File: config.mk
export PLATFORM = sky130hd
export DESIGN_NAME = tag_attribute_tokenizer_flat
export DESIGN_NICKNAME = d
export VERILOG_FILES = /design/src/hdl/tat_pkg.sv /design/src/hdl/tat_in_if.sv /design/src/hdl/tat_out_if.sv /design/src/hdl/tag_attribute_tokenizer.sv /design/src/flat_wrapper.sv
export SDC_FILE = /design/constraint.sdc
export NUM_CORES = 1
export LEC_CHECK = 0
export BUFFER_PORTS_ARGS = -buffer_cell sky130_fd_sc_hd__buf_2
export CORE_ASPECT_RATIO = 2
export CORE_MARGIN = 3
export CORE_UTILIZATION = 40
export DETAILED_ROUTE_END_ITERATION = 6
export SYNTH_ARGS = -nofsm -noshare
export SYNTH_HDL_FRONTEND = slang
export SYNTH_SLANG_ARGS = --single-unit
export TNS_END_PERCENT = 50
File: constraint.sdc
create_clock -name clk -period 16.4 [get_ports clk]
set_input_delay 0 -clock clk [delete_from_list [all_inputs] [get_ports clk]]
set_output_delay 0 -clock clk [all_outputs]
set_load 0.005 [all_outputs]
File: src/hdl/tat_pkg.sv
// Shared types and constants for the tag attribute tokenizer.
// No dependencies; every other file in hdl/ refers to this package.
package tat_pkg;

  localparam int LENGTH_BITS = 16;
  localparam int CFG_BITS    = 16;
  localparam int CMP_BITS    = (LENGTH_BITS > CFG_BITS) ? LENGTH_BITS : CFG_BITS;

  localparam logic [CFG_BITS-1:0] MAX_LEN_RESET = 16'd4096;

  typedef logic [7:0]             byte_t;
  typedef logic [LENGTH_BITS-1:0] len_t;
  typedef logic [CFG_BITS-1:0]    cfg_t;

  typedef enum logic [3:0] {
    ROLE_OUTSIDE   = 4'd0,
    ROLE_OPEN      = 4'd1,
    ROLE_CMD_CHAR  = 4'd2,
    ROLE_SPACE     = 4'd3,
    ROLE_ATTR_CHAR = 4'd4,
    ROLE_FLAG_END  = 4'd5,
    ROLE_EQUALS    = 4'd6,
    ROLE_QUOTE     = 4'd7,
    ROLE_VAL_CHAR  = 4'd8,
    ROLE_VAL_END   = 4'd9,
    ROLE_COMPLETE  = 4'd10,
    ROLE_SLASH     = 4'd11,
    ROLE_ABANDON   = 4'd12,
    ROLE_OVERFLOW  = 4'd13
  } role_t;

  localparam byte_t CH_LT    = 8'h3C;  // <
  localparam byte_t CH_GT    = 8'h3E;  // >
  localparam byte_t CH_SLASH = 8'h2F;  // /
  localparam byte_t CH_EQ    = 8'h3D;  // =
  localparam byte_t CH_USCORE = 8'h5F; // _
  localparam byte_t CH_SQUOTE = 8'h27; // '
  localparam byte_t CH_DQUOTE = 8'h22; // "
  localparam byte_t CH_SPACE = 8'h20;
  localparam byte_t CH_TAB   = 8'h09;
  localparam byte_t CH_CR    = 8'h0D;

endpackage

File: src/hdl/tat_in_if.sv
// Input byte channel: valid/ready handshake carrying one received character.
// Depends on tat_pkg.
interface tat_in_if;
  logic           valid;
  logic           ready;
  tat_pkg::byte_t data_byte;

  modport source (output valid, output data_byte, input ready);
  modport sink   (input valid, input data_byte, output ready);
endinterface

File: src/hdl/tat_out_if.sv
// Result channel: valid/ready handshake carrying a byte and its role code.
// Depends on tat_pkg.
interface tat_out_if;
  logic           valid;
  logic           ready;
  tat_pkg::byte_t byte_out;
  tat_pkg::role_t role;

  modport source (output valid, output byte_out, output role, input ready);
  modport sink   (input valid, input byte_out, input role, output ready);
endinterface

File: src/hdl/tag_attribute_tokenizer.sv
// Tag attribute tokenizer: tags each received byte with its role in a start tag.
// Input register loads on accept; result register loads when stage 1 advances.
// Throughput: 1 item per cycle while the output is not stalled; the phase
// update in the classify stage sets the rate. Output stalls back up through
// ready.
// Reset (rst_n, synchronous): phase searching for '<', quote 0, length 0,
// limit 4096, both pipeline stages empty. Depends on tat_pkg, tat_in_if, tat_out_if.
module tag_attribute_tokenizer (
  input  logic                 clk,
  input  logic                 rst_n,
  tat_in_if.sink               in_if,
  tat_out_if.source            out_if,
  input  logic                 cfg_wr_en,
  input  tat_pkg::cfg_t        cfg_wr_data
);

  // Parse phases; code 7 is unused and behaves like PH_FIND.
  typedef enum logic [2:0] {
    PH_FIND  = 3'd0,
    PH_CMD   = 3'd1,
    PH_TOKEN = 3'd2,
    PH_SLASH = 3'd3,
    PH_ATTR  = 3'd4,
    PH_QUOTE = 3'd5,
    PH_VALUE = 3'd6
  } phase_t;

  typedef struct packed {
    phase_t         phase;
    tat_pkg::role_t role;
  } step_t;

  localparam tat_pkg::len_t LEN_SAT = {tat_pkg::LENGTH_BITS{1'b1}};

  function automatic logic is_letter(input tat_pkg::byte_t c);
    return (c >= 8'h41 && c <= 8'h5A) || (c >= 8'h61 && c <= 8'h7A);
  endfunction

  function automatic logic is_blank(input tat_pkg::byte_t c);
    return (c == tat_pkg::CH_SPACE) || (c >= tat_pkg::CH_TAB && c <= tat_pkg::CH_CR);
  endfunction

  // Byte seen between tokens; a misfit abandons the tag, '<' reopens one.
  function automatic step_t token_step(input tat_pkg::byte_t c);
    step_t s;
    if (is_blank(c)) begin
      s = '{PH_TOKEN, tat_pkg::ROLE_SPACE};
    end else if (is_letter(c)) begin
      s = '{PH_ATTR, tat_pkg::ROLE_ATTR_CHAR};
    end else if (c == tat_pkg::CH_GT) begin
      s = '{PH_FIND, tat_pkg::ROLE_COMPLETE};
    end else if (c == tat_pkg::CH_SLASH) begin
      s = '{PH_SLASH, tat_pkg::ROLE_SLASH};
    end else if (c == tat_pkg::CH_LT) begin
      s = '{PH_CMD, tat_pkg::ROLE_OPEN};
    end else begin
      s = '{PH_FIND, tat_pkg::ROLE_ABANDON};
    end
    return s;
  endfunction

  // ---------------------------------------------------------------------
  // Pipeline control: stage 1 holds the accepted byte, stage 2 the result.
  // ---------------------------------------------------------------------
  logic           s1_valid_r;
  tat_pkg::byte_t s1_byte_r;
  logic           out_valid_r;
  tat_pkg::byte_t out_byte_r;
  tat_pkg::role_t out_role_r;
  logic           advance;
  logic           in_fire;

  assign advance  = s1_valid_r && (!out_valid_r || out_if.ready);
  assign in_if.ready = !s1_valid_r || advance;
  assign in_fire  = in_if.valid && in_if.ready;

  assign out_if.valid    = out_valid_r;
  assign out_if.byte_out = out_byte_r;
  assign out_if.role     = out_role_r;

  // ---------------------------------------------------------------------
  // Tokenizer state
  // ---------------------------------------------------------------------
  phase_t         phase_r, phase_nxt;
  tat_pkg::byte_t quote_r, quote_nxt;
  tat_pkg::len_t  len_r,   len_nxt;
  tat_pkg::cfg_t  max_len_r;
  tat_pkg::role_t role_nxt;

  // Classify one byte. Chains like attr name -> between tokens, or
  // value start -> value char, resolve in the same cycle.
  always_comb begin
    step_t          s;
    tat_pkg::byte_t c;
    tat_pkg::len_t  len_tmp;
    logic           quoted_end;
    c         = s1_byte_r;
    quote_nxt = quote_r;
    quoted_end = 1'b0;
    case (phase_r)
      PH_CMD: begin
        if (is_letter(c) || c == tat_pkg::CH_USCORE) begin
          s = '{PH_CMD, tat_pkg::ROLE_CMD_CHAR};
        end else begin
          s = token_step(c);
        end
      end
      PH_TOKEN: s = token_step(c);
      PH_SLASH: begin
        if (c == tat_pkg::CH_GT) begin
          s = '{PH_FIND, tat_pkg::ROLE_COMPLETE};
        end else if (c == tat_pkg::CH_LT) begin
          s = '{PH_CMD, tat_pkg::ROLE_OPEN};
        end else begin
          s = '{PH_FIND, tat_pkg::ROLE_ABANDON};
        end
      end
      PH_ATTR: begin
        if (is_letter(c)) begin
          s = '{PH_ATTR, tat_pkg::ROLE_ATTR_CHAR};
        end else if (c == tat_pkg::CH_EQ) begin
          s = '{PH_QUOTE, tat_pkg::ROLE_EQUALS};
        end else if (is_blank(c)) begin
          s = '{PH_TOKEN, tat_pkg::ROLE_FLAG_END};
        end else begin
          s = token_step(c);  // name dropped, byte re-examined
        end
      end
      PH_QUOTE: begin
        if (c == tat_pkg::CH_SQUOTE || c == tat_pkg::CH_DQUOTE) begin
          quote_nxt = c;
          s = '{PH_VALUE, tat_pkg::ROLE_QUOTE};
        end else begin
          // unquoted value: this byte is already its first char
          quote_nxt = '0;
          if (is_blank(c)) begin
            s = '{PH_TOKEN, tat_pkg::ROLE_VAL_END};
          end else begin
            s = '{PH_VALUE, tat_pkg::ROLE_VAL_CHAR};
          end
        end
      end
      PH_VALUE: begin
        quoted_end = (quote_r != '0) ? (c == quote_r) : is_blank(c);
        if (quoted_end) begin
          s = '{PH_TOKEN, tat_pkg::ROLE_VAL_END};
        end else begin
          s = '{PH_VALUE, tat_pkg::ROLE_VAL_CHAR};
        end
      end
      default: begin
        if (c == tat_pkg::CH_LT) begin
          s = '{PH_CMD, tat_pkg::ROLE_OPEN};
        end else begin
          s = '{PH_FIND, tat_pkg::ROLE_OUTSIDE};
        end
      end
    endcase

    // Tag length: restart on '<', saturating count inside a tag.
    if (s.role == tat_pkg::ROLE_OPEN) begin
      len_tmp = tat_pkg::len_t'(1);
    end else if (s.phase != PH_FIND) begin
      len_tmp = (len_r != LEN_SAT) ? len_r + tat_pkg::len_t'(1) : len_r;
    end else begin
      len_tmp = '0;
    end

    // Drop an unfinished tag that has reached the limit.
    if (s.phase != PH_FIND &&
        tat_pkg::CMP_BITS'(len_tmp) >= tat_pkg::CMP_BITS'(max_len_r)) begin
      phase_nxt = PH_FIND;
      role_nxt  = tat_pkg::ROLE_OVERFLOW;
      len_nxt   = '0;
    end else begin
      phase_nxt = s.phase;
      role_nxt  = s.role;
      len_nxt   = len_tmp;
    end
  end

  // Control state
  always_ff @(posedge clk) begin
    if (!rst_n) begin
      s1_valid_r  <= 1'b0;
      out_valid_r <= 1'b0;
      phase_r     <= PH_FIND;
      quote_r     <= '0;
      len_r       <= '0;
      max_len_r   <= tat_pkg::MAX_LEN_RESET;
    end else begin
      if (in_fire) begin
        s1_valid_r <= 1'b1;
      end else if (advance) begin
        s1_valid_r <= 1'b0;
      end
      if (advance) begin
        out_valid_r <= 1'b1;
        phase_r     <= phase_nxt;
        quote_r     <= quote_nxt;
        len_r       <= len_nxt;
      end else if (out_if.ready) begin
        out_valid_r <= 1'b0;
      end
      if (cfg_wr_en) begin
        max_len_r <= cfg_wr_data;
      end
    end
  end

  // Payload registers
  always_ff @(posedge clk) begin
    if (in_fire) begin
      s1_byte_r <= in_if.data_byte;
    end
    if (advance) begin
      out_byte_r <= s1_byte_r;
      out_role_r <= role_nxt;
    end
  end

endmodule
File: src/flat_wrapper.sv
// flat-port wrapper written by rule: the top's interface ports become plain ports
module tag_attribute_tokenizer_flat 
  (clk, rst_n, cfg_wr_en, cfg_wr_data, in_if_valid, in_if_data_byte, in_if_ready, out_if_valid, out_if_byte_out, out_if_role, out_if_ready);
  tat_in_if in_if_i ();
  tat_out_if out_if_i ();
  input  logic clk;
  input  logic rst_n;
  input  logic cfg_wr_en;
  input  tat_pkg::cfg_t cfg_wr_data;
  input wire logic [$bits(in_if_i.valid)-1:0] in_if_valid;
  input wire logic [$bits(in_if_i.data_byte)-1:0] in_if_data_byte;
  output wire logic [$bits(in_if_i.ready)-1:0] in_if_ready;
  output wire logic [$bits(out_if_i.valid)-1:0] out_if_valid;
  output wire logic [$bits(out_if_i.byte_out)-1:0] out_if_byte_out;
  output wire logic [$bits(out_if_i.role)-1:0] out_if_role;
  input wire logic [$bits(out_if_i.ready)-1:0] out_if_ready;
  assign in_if_i.valid = in_if_valid;
  assign in_if_i.data_byte = in_if_data_byte;
  assign in_if_ready = in_if_i.ready;
  assign out_if_valid = out_if_i.valid;
  assign out_if_byte_out = out_if_i.byte_out;
  assign out_if_role = out_if_i.role;
  assign out_if_i.ready = out_if_ready;
  tag_attribute_tokenizer u_core (.clk(clk), .rst_n(rst_n), .in_if(in_if_i), .out_if(out_if_i), .cfg_wr_en(cfg_wr_en), .cfg_wr_data(cfg_wr_data));
endmodule
After elaboration in Yosys (flattened, before gate mapping)

Cells that the tools add are included.

Equal/unequal tests: 17
Add/sub/neg operators: 1
Mux-type cells: 26
Reductions and logical operators: 19
Order comparisons: 7

Operators with widths:

| operator                                                                             | number |
|---|---|
| 7-bit 2-to-1 mux                                                                     | 12 |
| 16-bit 2-to-1 mux                                                                    | 4 |
| 8-bit by 6-bit == test with 1-bit output (second input constant)                     | 7 |
| 7-bit one-hot mux with 6 select lines                                                | 1 |
| 16-bit by 1-bit adder with 16-bit output (second input constant)                     | 1 |
| 16-bit greater-or-equal comparator                                                   | 1 |
| 8-bit by 7-bit greater-or-equal comparator with 1-bit output (second input constant) | 2 |
| 8-bit by 7-bit less-or-equal comparator with 1-bit output (second input constant)    | 2 |
| 16-bit != test (second input constant)                                               | 1 |
| 5-bit 2-to-1 mux                                                                     | 2 |
| 3-bit == test (second input constant)                                                | 3 |
| 8-bit by 7-bit == test with 1-bit output (second input constant)                     | 1 |
| 8-bit == test                                                                        | 1 |
| 8-bit by 4-bit greater-or-equal comparator with 1-bit output (second input constant) | 1 |
| 8-bit by 4-bit less-or-equal comparator with 1-bit output (second input constant)    | 1 |
| 8-bit 2-to-1 mux                                                                     | 1 |
| 8-bit nonzero test                                                                   | 1 |
| 3-bit by 2-bit == test with 1-bit output (second input constant)                     | 2 |
| 1-bit logical AND                                                                    | 6 |
| 1-bit logical OR                                                                     | 6 |
| 1-bit 2-to-1 mux                                                                     | 5 |
| 4-bit by 1-bit == test with 1-bit output (second input constant)                     | 1 |
| 2-bit nonzero test                                                                   | 2 |
| 3-bit by 1-bit == test with 1-bit output (second input constant)                     | 1 |
| 4 further kinds                                                                      | 5 |

Output and inout port bits: 14
Register bits: 65

Depth between registers and ports, before layout

Gate-level depths: netlist of the first run.

Depth in word-level cells: 14
Depth in mapped cells: 20
Mapped depth without buffers: 16

Worst setup path after synthesis of the first run

No wires, ideal clock.

Path kind: register -> register
Start: reg u_core.s1_byte_r[1]
End: reg u_core.len_r[15]
Arrival: 5.124 ns
Slack: 11.218 ns
Clock period less this slack: 5.182 ns
Stages on the path, launching flop included: 20
Path through: edfxtp_1 or4b_1 a211oi_2 o21ai_1 a311oi_1 nor4_1 o31ai_4 buf_2 buf_4 a21oi_1 ha_1 a21o_1 a21o_1 a2111oi_0 o211ai_1 a211o_1 or3_1 clkbuf_1 nor4_1 o22a_1

Word-level cells in the longest chain between the ends: 14

RTL lines:

| item                                                                                                                 | RTL line                                                       | RTL |
|---|---|---|
| start: declaration                                                                                                   | tag_attribute_tokenizer.sv:66                                  | `tat_pkg::byte_t s1_byte_r;` |
| start signal: assignment                                                                                             | tag_attribute_tokenizer.sv:214                                 | `s1_byte_r <= in_if.data_byte;` |
| parallel branches: the longest is 7 deep, another holds 8-bit by 4-bit greater-or-equal comparator with 1-bit output | n/a                                                            |  |
| 7-bit one-hot mux with 6 select lines (*)                                                                            | tag_attribute_tokenizer.sv:100                                 | `case (phase_r)` |
| 3-bit nonzero test                                                                                                   | tag_attribute_tokenizer.sv:163, tag_attribute_tokenizer.sv:170 |  |
| 16-bit 2-to-1 mux                                                                                                    | tag_attribute_tokenizer.sv:163                                 | `end else if (s.phase != PH_FIND) begin` |
| 16-bit 2-to-1 mux                                                                                                    | tag_attribute_tokenizer.sv:161                                 | `if (s.role == tat_pkg::ROLE_OPEN) begin` |
| 16-bit greater-or-equal comparator                                                                                   | tag_attribute_tokenizer.sv:171                                 | `tat_pkg::CMP_BITS'(len_tmp) >= tat_pkg::CMP_BITS'(max_len_r)) begin` |
| 1-bit logical AND                                                                                                    | tag_attribute_tokenizer.sv:170                                 | `if (s.phase != PH_FIND &&` |
| 16-bit 2-to-1 mux (*)                                                                                                | tag_attribute_tokenizer.sv:170                                 |  |
| end signal: assignment                                                                                               | tag_attribute_tokenizer.sv:201                                 | `len_r <= len_nxt;` |
| end: declaration                                                                                                     | tag_attribute_tokenizer.sv:86                                  | `tat_pkg::len_t len_r, len_nxt;` |

Every way passes the cells marked *.
A chain may end at the register's enable or synchronous reset.

Worst setup path in the final report of the first run

Start: reg u_core.s1_byte_r[4]
End: reg u_core.len_r[13]

Same word-level chain as after synthesis.

==> flow_summary.ini, run 1 <==
[clocking]
cts.clk_slew.worst_paths_ns = 0.06
tritoncts.num_buffers = 9
sink_count = 65
cts-htree-levels = 3
post-cts-setup-buffer-count = 0
clockBufferDepth = 2
clk_latency_ns = 0.34
ctsRootBufferMaster = sky130_fd_sc_hd__clkbuf_16
cts_tree = yes

[grt]
overflow = 0
grt_first_pass_wirelength_mm = 19.1
antenna_found_initial = 0
grt_max_degree = 38
via_count_of_the_first_global_routing_pass = 3876
gr-usage-all-layers = 0.214

[timing]
post-route-min-period_ns = 6.46
finalSetupTns_ns = 0
worst_pin_slew_ns = 0.961
min_period_over_period = 0.394
grt_setup_unrepaired = no
finalClockSkew_ns = 0.00594
maxSlewHeadroom = 0.357
max_clock_freq_mhz = 155
timing.final.max_slew_violations = 0
report.final.hold_viol_count = 0
final_report_setup_violation_count = 0

[final_layout]
register_area_um2 = 1500
fin_nets = 587
layout_cells_sized_above_1 = 0.141
filler_cell_count = 966
synthToLayoutAreaGrowth_pct = 21.2
fin_cells = 678
mostFrequentLayoutCell = sky130_fd_sc_hd__nor2_1
post_layout_instance_area_um2 = 4920
multiInputGateArea_um2 = 2350
layout_common_cells = 55 x sky130_fd_sc_hd__nor2_1, 45 x sky130_fd_sc_hd__dfxtp_1, 42 x sky130_fd_sc_hd__nand2_1, 42 x sky130_fd_sc_hd__buf_2, 29 x sky130_fd_sc_hd__a21oi_1
antennaDiodeCount = 0

[run]
max-cap-violations = 0

[yosys]
ys_seq_elements = 65
muxShareOfSynthArea = 0.0370
synth_compound_gate_area_share = 0.178
synth-async-reset-ratio = 0
synthesis.area_um2 = 4060
synth_area_per_cell_um2 = 8.41
yosys.area_share.xor_xnor = 0.0280
synth_fp_nets = 529
synth-seq-area-share = 0.370
synth-main-ff-cell = sky130_fd_sc_hd__dfxtp_1
synth_enable_flop_cells = 20
yosys_cell_types = 66
dominant_combinational_cell_family_by_area_after_synthesis = simple AND/OR/NAND/NOR gates
ys.warnings.count = 0
yosys.area_share.adder = 0.0524
post_synth_and_or_nand_nor_area_fraction = 0.284
syn_inst = 483

[worst_hold_path]
hp-class = in2reg

[floorplanning]
floorplan.io_pins = 43
floorplan.die_area_um2 = 11500
chipHeight_um = 148
std_cell_rows = 51
core_area_um2 = 9830
fp.dieW_um = 77.2
floorplan.initialDensity = 0.413

[worst_setup_path]
endpoint_kind = register
start_kind = register
timing.critical_path.arrival_ns = 6.73
critPathRequiredTime_ns = 16.67
criticalPathCategory = reg2reg
r2r_setup_slack_ns = 9.94
timing.critical_path.fanout_max = 37

[place]
dpl_cells = 635
globalplace.congestion = 0.909
detailedPlacementHpwl_mm = 8.80
placedInstanceArea_um2 = 4350
port_buffer_count = 42

[pwr]
vdd_ir_drop_max_mv = 0.0483
total_leakage_power_nw = 2.00
power_density_nw_per_um2 = 82.7

[routing]
route.final.wire_length_mm = 11.8
drt-initial-drc-count = 211
remaining_drc_errors = 0
viasPerCell = 5.64
drt_pre_antenna_iters = 4
vias = 3824
wire_per_inst_um = 17.4
drtAntennaViolNets = 0

[run_status]
status = finished, final reports clean
## path summary, 6_finish.rpt
kind                       endpoint  cells after the start                 from
setup / recovery   u_core.len_r[13]                     17  u_core.s1_byte_r[4]
hold / removal    u_core.phase_r[1]                      3                rst_n
setup reg to reg   u_core.len_r[13]                     17  u_core.s1_byte_r[4]
hold reg to reg   u_core.quote_r[2]                      2    u_core.quote_r[2]
## worst max-delay path, cell delays in order, from the launching register on
cell and delay, ns:
sky130_fd_sc_hd__edfxtp_1 0.58, sky130_fd_sc_hd__or3_4 0.50, sky130_fd_sc_hd__nor4_2 0.79, sky130_fd_sc_hd__o21ai_1 0.17, sky130_fd_sc_hd__a311oi_1 0.32, sky130_fd_sc_hd__nor4_1 0.18
sky130_fd_sc_hd__o31ai_4 0.23, sky130_fd_sc_hd__buf_4 0.36, sky130_fd_sc_hd__a21oi_1 0.09, sky130_fd_sc_hd__ha_1 0.33, sky130_fd_sc_hd__a21o_1 0.16, sky130_fd_sc_hd__a21o_1 0.16
sky130_fd_sc_hd__a2111oi_0 0.60, sky130_fd_sc_hd__o211ai_1 0.18, sky130_fd_sc_hd__a211o_1 0.35, sky130_fd_sc_hd__or3_1 0.65, sky130_fd_sc_hd__nor2_1 0.51, sky130_fd_sc_hd__a221o_1 0.23
## sequential cells by signal, summed over array words and instances, names as in the netlist
signal,count
u_core.len_r,16
u_core.max_len_r,16
u_core.out_if.byte_out,8
u_core.out_if.role,4
u_core.out_if.valid,1
u_core.phase_r,3
u_core.quote_r,8
u_core.s1_byte_r,8
u_core.s1_valid_r,1
## kinds of logic after synthesis
group | count (synthesis)
simple gates | 220
compound gates | 102
flops | 65
buf+inv | 51
fa+ha+maj | 17
mux | 15
xor+xnor | 13
## per-layer routing
metal | track usage | up-vias | wire length [µm] | share of wire
met4 | 0.153 | 0 | 727 | 0.062
met1 | 0.201 | 1792 | 4050 | 0.34
met3 | 0.0279 | 38 | 328 | 0.028
met2 | 0.412 | 109 | 6690 | 0.57
li1 | - | 1885 | - | -
met5 | 0 | - | 0 | 0
## final cells by class
type                            instances  area share
Clock inverter                          7      0.0160
Tap cell                              132      0.0336
Multi-Input combinational cell        367       0.478
Inverter                               27      0.0206
Timing Repair Buffer                   71       0.101
Clock buffer                            9      0.0458
Sequential cell                        65       0.305
## where the power goes
part | total [W] | switching [W] | internal [W]
clock | 0.000197 | 0.0000776 | 0.000119
sequential | 0.000178 | 0.00000617 | 0.000171
combinational | 0.0000325 | 0.0000167 | 0.0000158
## cells in the mapped netlist, types with 10 or more instances
library cell               count  share of area
sky130_fd_sc_hd__or2_2        10          0.015
sky130_fd_sc_hd__mux2i_1      15          0.037
sky130_fd_sc_hd__nor4_1       11          0.017
sky130_fd_sc_hd__nand3_1      16          0.020
sky130_fd_sc_hd__ha_1         17          0.052
sky130_fd_sc_hd__nor2_1       55          0.051
sky130_fd_sc_hd__xor2_1       10          0.022
sky130_fd_sc_hd__nor3_1       20          0.025
sky130_fd_sc_hd__inv_1        26          0.024
sky130_fd_sc_hd__edfxtp_1     20           0.15
sky130_fd_sc_hd__clkbuf_1     14          0.013
sky130_fd_sc_hd__and3_1       10          0.015
sky130_fd_sc_hd__o21ai_0      13          0.016
sky130_fd_sc_hd__nand2_1      42          0.039
sky130_fd_sc_hd__dfxtp_1      45           0.22
sky130_fd_sc_hd__a21oi_1      29          0.036
## repair_timing
action / in CTS / in global routing
endpoints found under the hold margin: 26 / 0
gates resized for setup: 0 / 0
hold buffers: 27 / 0
## stage by stage
step	hold WS, ns	power, W	util	worst slack [ns]
after floorplan	0.0986	0.000197	-	11.22
after global placement	0.177	0.000208	0.442	10.10
after detailed placement	0.178	0.000209	0.442	10.04
after CTS	0.0199	0.000412	0.501	9.95
after global routing	0.0658	0.000423	0.501	9.55
final	0.0257	0.000407	0.501	9.94
(Power assumes the default switching activity.)
==> inputs of run 2 (changes only) <==
==> constraint.sdc (replaced) <==
create_clock -name clk -period 5.25 [get_ports clk]
set_input_delay 0 -clock clk [delete_from_list [all_inputs] [get_ports clk]]
set_output_delay 0 -clock clk [all_outputs]
set_load 0.005 [all_outputs]
==> run 2 against run 1 <==
  * Clock power rose to 3.5 times the previous value
  * Non-clock buffer count rose by 31
  * Critical endpoint is now u_core.len_r[3]
  * Final cell count rose by 4.6%
  * Critical path depth rose by 4
  * Core utilization rose by 3.7 points
  * Global-route usage rose by 1.0 points
  * Die area did not move
  * Highest routed layer unchanged
  * Combinational power rose to 3.8 times the previous value
  * First-iteration DRC count rose by 1.9%
  * Register-to-register slack got worse by 9.6 ns
  * Worst hold slack improved by 0.014 ns
  * Largest cell class unchanged
  * Setup slack got worse by 9.6 ns
==> flow_summary.ini, run 2 (synthesis gave the netlist of run 1 again) <==
[run_status]
status = finished, final reports clean

[run]
max-cap-violations = 0

[worst_setup_path]
slowest_delay_ns = 0.57
worst_r2r_startpoint = u_core.s1_byte_r[0]
critPathRequiredTime_ns = 5.53
rr_endpoint = u_core.len_r[3]
criticalPathCategory = reg2reg
timing.critical_path.fanout_max = 12
r2r_cells = 21
r2r_setup_slack_ns = 0.32
timing.critical_path.arrival_ns = 5.21
start_kind = register
critical-path-top-cell-by-count = sky130_fd_sc_hd__buf_4
timing.critical_path.slowest_stage_cell = sky130_fd_sc_hd__or4_1
endpoint_kind = register
path_cells = buf_4, nor2_2, nor4_2, buf_4, or2_2, or4_1, nand3_2, o31ai_4, buf_4, a21oi_1, ha_1, a21oi_1, nor2_1, a2111oi_2, buf_4, a21oi_1, a211o_1, or3_1, buf_4, o32ai_1, a21o_1

[worst_hold_path]
whs_endpoint = u_core.phase_r[1]
hold_start = rst_n
hp-class = in2reg
number_of_cells_traversed_by_the_worst_hold_path = 3

[grt]
gr-usage-all-layers = 0.224
overflow = 0
via_count_of_the_first_global_routing_pass = 4054
antenna_found_initial = 0
grt_first_pass_wirelength_mm = 20.0
grt_max_degree = 27

[routing]
drtAntennaViolNets = 0
remaining_drc_errors = 0
drt_pre_antenna_iters = 5
wire_per_inst_um = 17.7
drt-initial-drc-count = 215
vias = 4061
viasPerCell = 5.73
route.final.wire_length_mm = 12.5

[pwr]
vdd_ir_drop_max_mv = 0.213
power_density_nw_per_um2 = 257
total_leakage_power_nw = 2.20

[clocking]
tritoncts.num_buffers = 9
sink_count = 65
cts.clk_slew.worst_paths_ns = 0.06
clockBufferDepth = 2
cts_tree = yes
cts-htree-levels = 3
ctsRootBufferMaster = sky130_fd_sc_hd__clkbuf_16
clk_latency_ns = 0.34

[timing]
maxSlewHeadroom = 0.371
worst_pin_slew_ns = 0.941
max_clock_freq_mhz = 203
post-route-min-period_ns = 4.93
finalSetupTns_ns = 0
finalClockSkew_ns = 0.00934
min_period_over_period = 0.940
report.final.hold_viol_count = 0
grt_setup_unrepaired = no
final_report_setup_violation_count = 0
timing.final.max_slew_violations = 0

[floorplanning]
chipHeight_um = 148
floorplan.initialDensity = 0.413
floorplan.die_area_um2 = 11500
core_area_um2 = 9830
fp.dieW_um = 77.2
floorplan.io_pins = 43
std_cell_rows = 51

[place]
globalplace.congestion = 1.03
dpl_cells = 664
port_buffer_count = 42
detailedPlacementHpwl_mm = 9.38

[final_layout]
registers_with_the_highest_flip_flop_counts = u_core.len_r (16), u_core.max_len_r (16)
fin_cells = 709
layout_cells_sized_above_1 = 0.211
mostFrequentLayoutCell = sky130_fd_sc_hd__nor2_1
filler_cell_count = 954
synthToLayoutAreaGrowth_pct = 30.0
antennaDiodeCount = 0
fin_nets = 618
layout_common_cells = 54 x sky130_fd_sc_hd__nor2_1, 44 x sky130_fd_sc_hd__dfxtp_1, 42 x sky130_fd_sc_hd__nand2_1, 42 x sky130_fd_sc_hd__buf_2, 33 x sky130_fd_sc_hd__buf_4
## run 2: power breakdown
group	leakage, nW	total (W)	switching [W]	internal, W
sequential	0.557	0.000545	0.00000983	0.000536
clock	0.163	0.000692	0.000228	0.000463
combinational	1.48	0.000122	0.0000658	0.0000567
total	2.20	0.00136	0.000304	0.00106
## run 2: what timing repair did
action	CTS	global route
hold endpoints to repair	26	0
buffers inserted	0	2
resized for setup	0	19
hold buffers	27	0
endpoints found under the setup margin	0	15
## run 2: area by class of cell
class / count / area [µm²] / share of cell area
well taps: 132 / 165 / 0.0313
flip-flops and latches: 65 / 1500 / 0.285
multi-input cells: 367 / 2440 / 0.462
inverters: 27 / 101 / 0.0192
clock buffers: 9 / 225 / 0.0427
repair buffers: 102 / 728 / 0.138
clock inverters: 7 / 119 / 0.0225
## run 2: per-stage QoR
step,area (µm²),hold WS [ns],total power (W),util,worst slack (ns)
after floorplan,4060,0.0986,0.000616,-,0.0676
after global placement,4560,0.178,0.000656,0.464,0.0750
after detailed placement,4560,0.178,0.000658,0.464,0.180
after CTS,5180,0.0245,0.00137,0.527,0.121
after global routing,5280,0.0360,0.00141,0.537,0.0133
final,5280,0.0395,0.00136,0.537,0.315
## run 2: critical path: cells and delay by family, from the launching register on
family | cells | cell delay, ns
compound gates | 8 | 1.58
fa+ha+maj | 1 | 0.27
buf+inv | 5 | 0.90
flops | 1 | 0.45
simple gates | 7 | 1.68
## run 2: worst max-delay path by stage
stage,from,end,cells past startpoint
detailed placement,u_core.s1_byte_r[5],u_core.len_r[15],20
CTS,u_core.s1_byte_r[5],u_core.len_r[15],20
global placement,u_core.s1_byte_r[5],u_core.len_r[15],20
global route,u_core.s1_byte_r[0],u_core.len_r[12],21
floorplan,u_core.s1_byte_r[1],u_core.len_r[15],19
finish,u_core.s1_byte_r[0],u_core.len_r[3],21
## run 2: metal layers
layer / GRT usage / share of wire / vias to the layer above
met4: 0.172 / 0.080 / 0
met3: 0.0358 / 0.036 / 62
met2: 0.435 / 0.56 / 148
li1: - / - / 1939
met1: 0.199 / 0.33 / 1912
met5: 0 / 0 / -
==> inputs of run 3 (changes only) <==
--- a/config.mk
+++ b/config.mk
@@ -13,4 +13,4 @@
 export SYNTH_ARGS = -nofsm -noshare
 export SYNTH_HDL_FRONTEND = slang
 export SYNTH_SLANG_ARGS = --single-unit
-export TNS_END_PERCENT = 50
+export TNS_END_PERCENT = 20
==> constraint.sdc (replaced) <==
create_clock -name clk -period 4.75 [get_ports clk]
set_input_delay 0 -clock clk [delete_from_list [all_inputs] [get_ports clk]]
set_output_delay 0 -clock clk [all_outputs]
set_load 0.005 [all_outputs]
==> run 3 against run 2 <==
  * The run now ends with setup timing left
  * Largest power group unchanged
  * Final cell count up 3.7%
  * Via count up 3.3%
  * Total power up 12%
  * Clock-buffer cell count unchanged
==> flow_summary.ini, run 3 (synthesis gave the netlist of run 1 again) <==
[run_status]
status = finished with violations
failed_checks = setup timing

[worst_setup_path]
worst_r2r_startpoint = u_core.s1_byte_r[2]
timing.critical_path.slowest_stage_cell = sky130_fd_sc_hd__or4_4
criticalPathCategory = reg2reg
critPathRequiredTime_ns = 5.02
rr_endpoint = u_core.len_r[11]
path_buf_inv = 3
start_kind = register
critical-path-top-cell-by-count = sky130_fd_sc_hd__buf_12
path_cells = or4_4, o21ai_4, nor3_1, or4_4, nand3_4, o31ai_4, buf_12, a21oi_4, ha_4, a21o_1, a21o_1, a2111oi_4, o211ai_1, a211o_1, or3_4, buf_12, buf_12, nor3b_1, o22a_1
slowest_delay_ns = 0.57
cp_top_delay_family = simple AND/OR/NAND/NOR gates
timing.critical_path.fanout_max = 7
r2r_cells = 19
endpoint_kind = register
r2r_setup_slack_ns = -0.03
timing.critical_path.arrival_ns = 5.06

[pwr]
sw_ratio = 0.223
total_leakage_power_nw = 2.45
vdd_ir_drop_max_mv = 0.220
power.share.clock = 0.499
p_int_w = 0.00119
total_power_consumption_w = 0.00153
pwr-share-seq = 0.395
power_density_nw_per_um2 = 263
p_switching_w = 0.000340
p_comb_frac = 0.106

[floorplanning]
floorplan.die_area_um2 = 11500
std_cell_rows = 51
core_area_um2 = 9830
floorplan.io_pins = 43
fp.dieW_um = 77.2
chipHeight_um = 148
floorplan.initialDensity = 0.413

[final_layout]
layout_common_cells = 51 x sky130_fd_sc_hd__nor2_1, 47 x sky130_fd_sc_hd__buf_4, 45 x sky130_fd_sc_hd__dfxtp_1
mostFrequentLayoutCell = sky130_fd_sc_hd__nor2_1
layout_cells_sized_above_1 = 0.289
registers_with_the_highest_flip_flop_counts = u_core.len_r (16), u_core.max_len_r (16)
fin_nets = 644
synthToLayoutAreaGrowth_pct = 42.8
filler_cell_count = 873
fin_util = 0.590
antennaDiodeCount = 0

[timing]
post-route-min-period_ns = 4.78
min_period_over_period = 1.01
finalClockSkew_ns = 0.00605
worst_pin_slew_ns = 1.02
timing.final.max_slew_violations = 0
report.final.hold_viol_count = 0
final_report_setup_violation_count = 8
maxSlewHeadroom = 0.316
max_clock_freq_mhz = 209
postLayoutSetupSlackWorst_ns = -0.0343
grt_setup_unrepaired = yes

[place]
detailedPlacementHpwl_mm = 9.44
globalplace.congestion = 0.940
port_buffer_count = 42

[clocking]
clockBufferDepth = 2
cts_tree = yes
sink_count = 65
clk_latency_ns = 0.33
cts-htree-levels = 3
cts.clk_slew.worst_paths_ns = 0.05
tritoncts.num_buffers = 9
ctsRootBufferMaster = sky130_fd_sc_hd__clkbuf_16

[routing]
drtAntennaViolNets = 0
route.final.wire_length_mm = 13.0
drt-initial-drc-count = 278
vias = 4194
wire_per_inst_um = 17.6
viasPerCell = 5.71
remaining_drc_errors = 0
drt_pre_antenna_iters = 5

[run]
max-cap-violations = 0

[worst_hold_path]
number_of_cells_traversed_by_the_worst_hold_path = 3
hold_start = rst_n
whs_endpoint = u_core.phase_r[1]
hp-class = in2reg

[grt]
antenna_found_initial = 0
gr-usage-all-layers = 0.226
via_count_of_the_first_global_routing_pass = 4217
grt_first_pass_wirelength_mm = 20.2
overflow = 0
grt_max_degree = 19
==> run 3: cell types whose count changed in the layout (fill, tap and decap cells not counted), moves of 3 or more <==
cell,previous run,this run
sky130_fd_sc_hd__a21oi_2,0,6
sky130_fd_sc_hd__nor2_1,54,51
sky130_fd_sc_hd__buf_4,33,47
sky130_fd_sc_hd__a21oi_1,29,22
sky130_fd_sc_hd__buf_6,0,6
sky130_fd_sc_hd__buf_12,0,4
sky130_fd_sc_hd__ha_1,17,14
==> run 3: worst max-delay path by stage <==
stage / from / end / slack [ns] / depth (start not counted)
after CTS: u_core.s1_byte_r[0] / u_core.len_r[11] / -0.02 / 19
final: u_core.s1_byte_r[2] / u_core.len_r[11] / -0.03 / 19
after global placement: u_core.s1_byte_r[1] / u_core.len_r[15] / -0.08 / 20
after floorplan: u_core.s1_byte_r[1] / u_core.len_r[13] / -0.01 / 18
after detailed placement: u_core.s1_byte_r[1] / u_core.len_r[5] / -0.15 / 20
after global routing: u_core.s1_byte_r[0] / u_core.len_r[6] / -0.20 / 21
==> run 3: layout make-up <==
type	instances	area, µm²	area share
clock buffer	9	225	0.0388
clock inverter	7	119	0.0205
inverter	27	101	0.0175
multi-input combinational	367	2650	0.457
sequential	65	1500	0.259
tap	132	165	0.0285
timing repair buffer	128	1040	0.179
==> run 3: routing by layer <==
layer	vias up	wire, µm	global-route usage
met3	62	455	0.0400
met1	1987	4200	0.200
li1	1998	-	-
met2	147	7250	0.428
met5	-	0	0
met4	0	1060	0.192
==> run 3: what timing repair did <==
action                     CTS  global route
gates resized for setup     11            40
setup endpoints to repair   15            23
pin swaps                    7            17
hold buffers                27             0
cloned                       1             1
hold endpoints to repair    26             0
buffers inserted             6             9
==> run 3: power by group through the flow <==
stage               registers (W)  clock network (W)   logic, W
floorplan                0.000613                  0  0.0000712
global placement         0.000614                  0   0.000118
detailed placement       0.000615                  0   0.000120
CTS                      0.000603           0.000780   0.000142
global route             0.000605           0.000804   0.000176
finish                   0.000603           0.000761   0.000162
==> run 3: through the flow <==
step	TNS, ns	setup WS (ns)	instances	area [µm²]	hold WS (ns)
floorplan	-0.0849	-0.0107	483	4150	0.0986
global placement	-0.672	-0.0837	675	4730	0.178
detailed placement	-1.60	-0.152	675	4730	0.178
CTS	-0.0782	-0.0217	725	5470	0.0288
global route	-2.67	-0.197	735	5800	0.0535
finish	-0.118	-0.0343	735	5800	0.0360
==> run 3: worst min-delay path: stages <==
cell and delay (ns):
sky130_fd_sc_hd__buf_2 0.17, sky130_fd_sc_hd__o21ai_0 0.09, sky130_fd_sc_hd__nor2_1 0.05
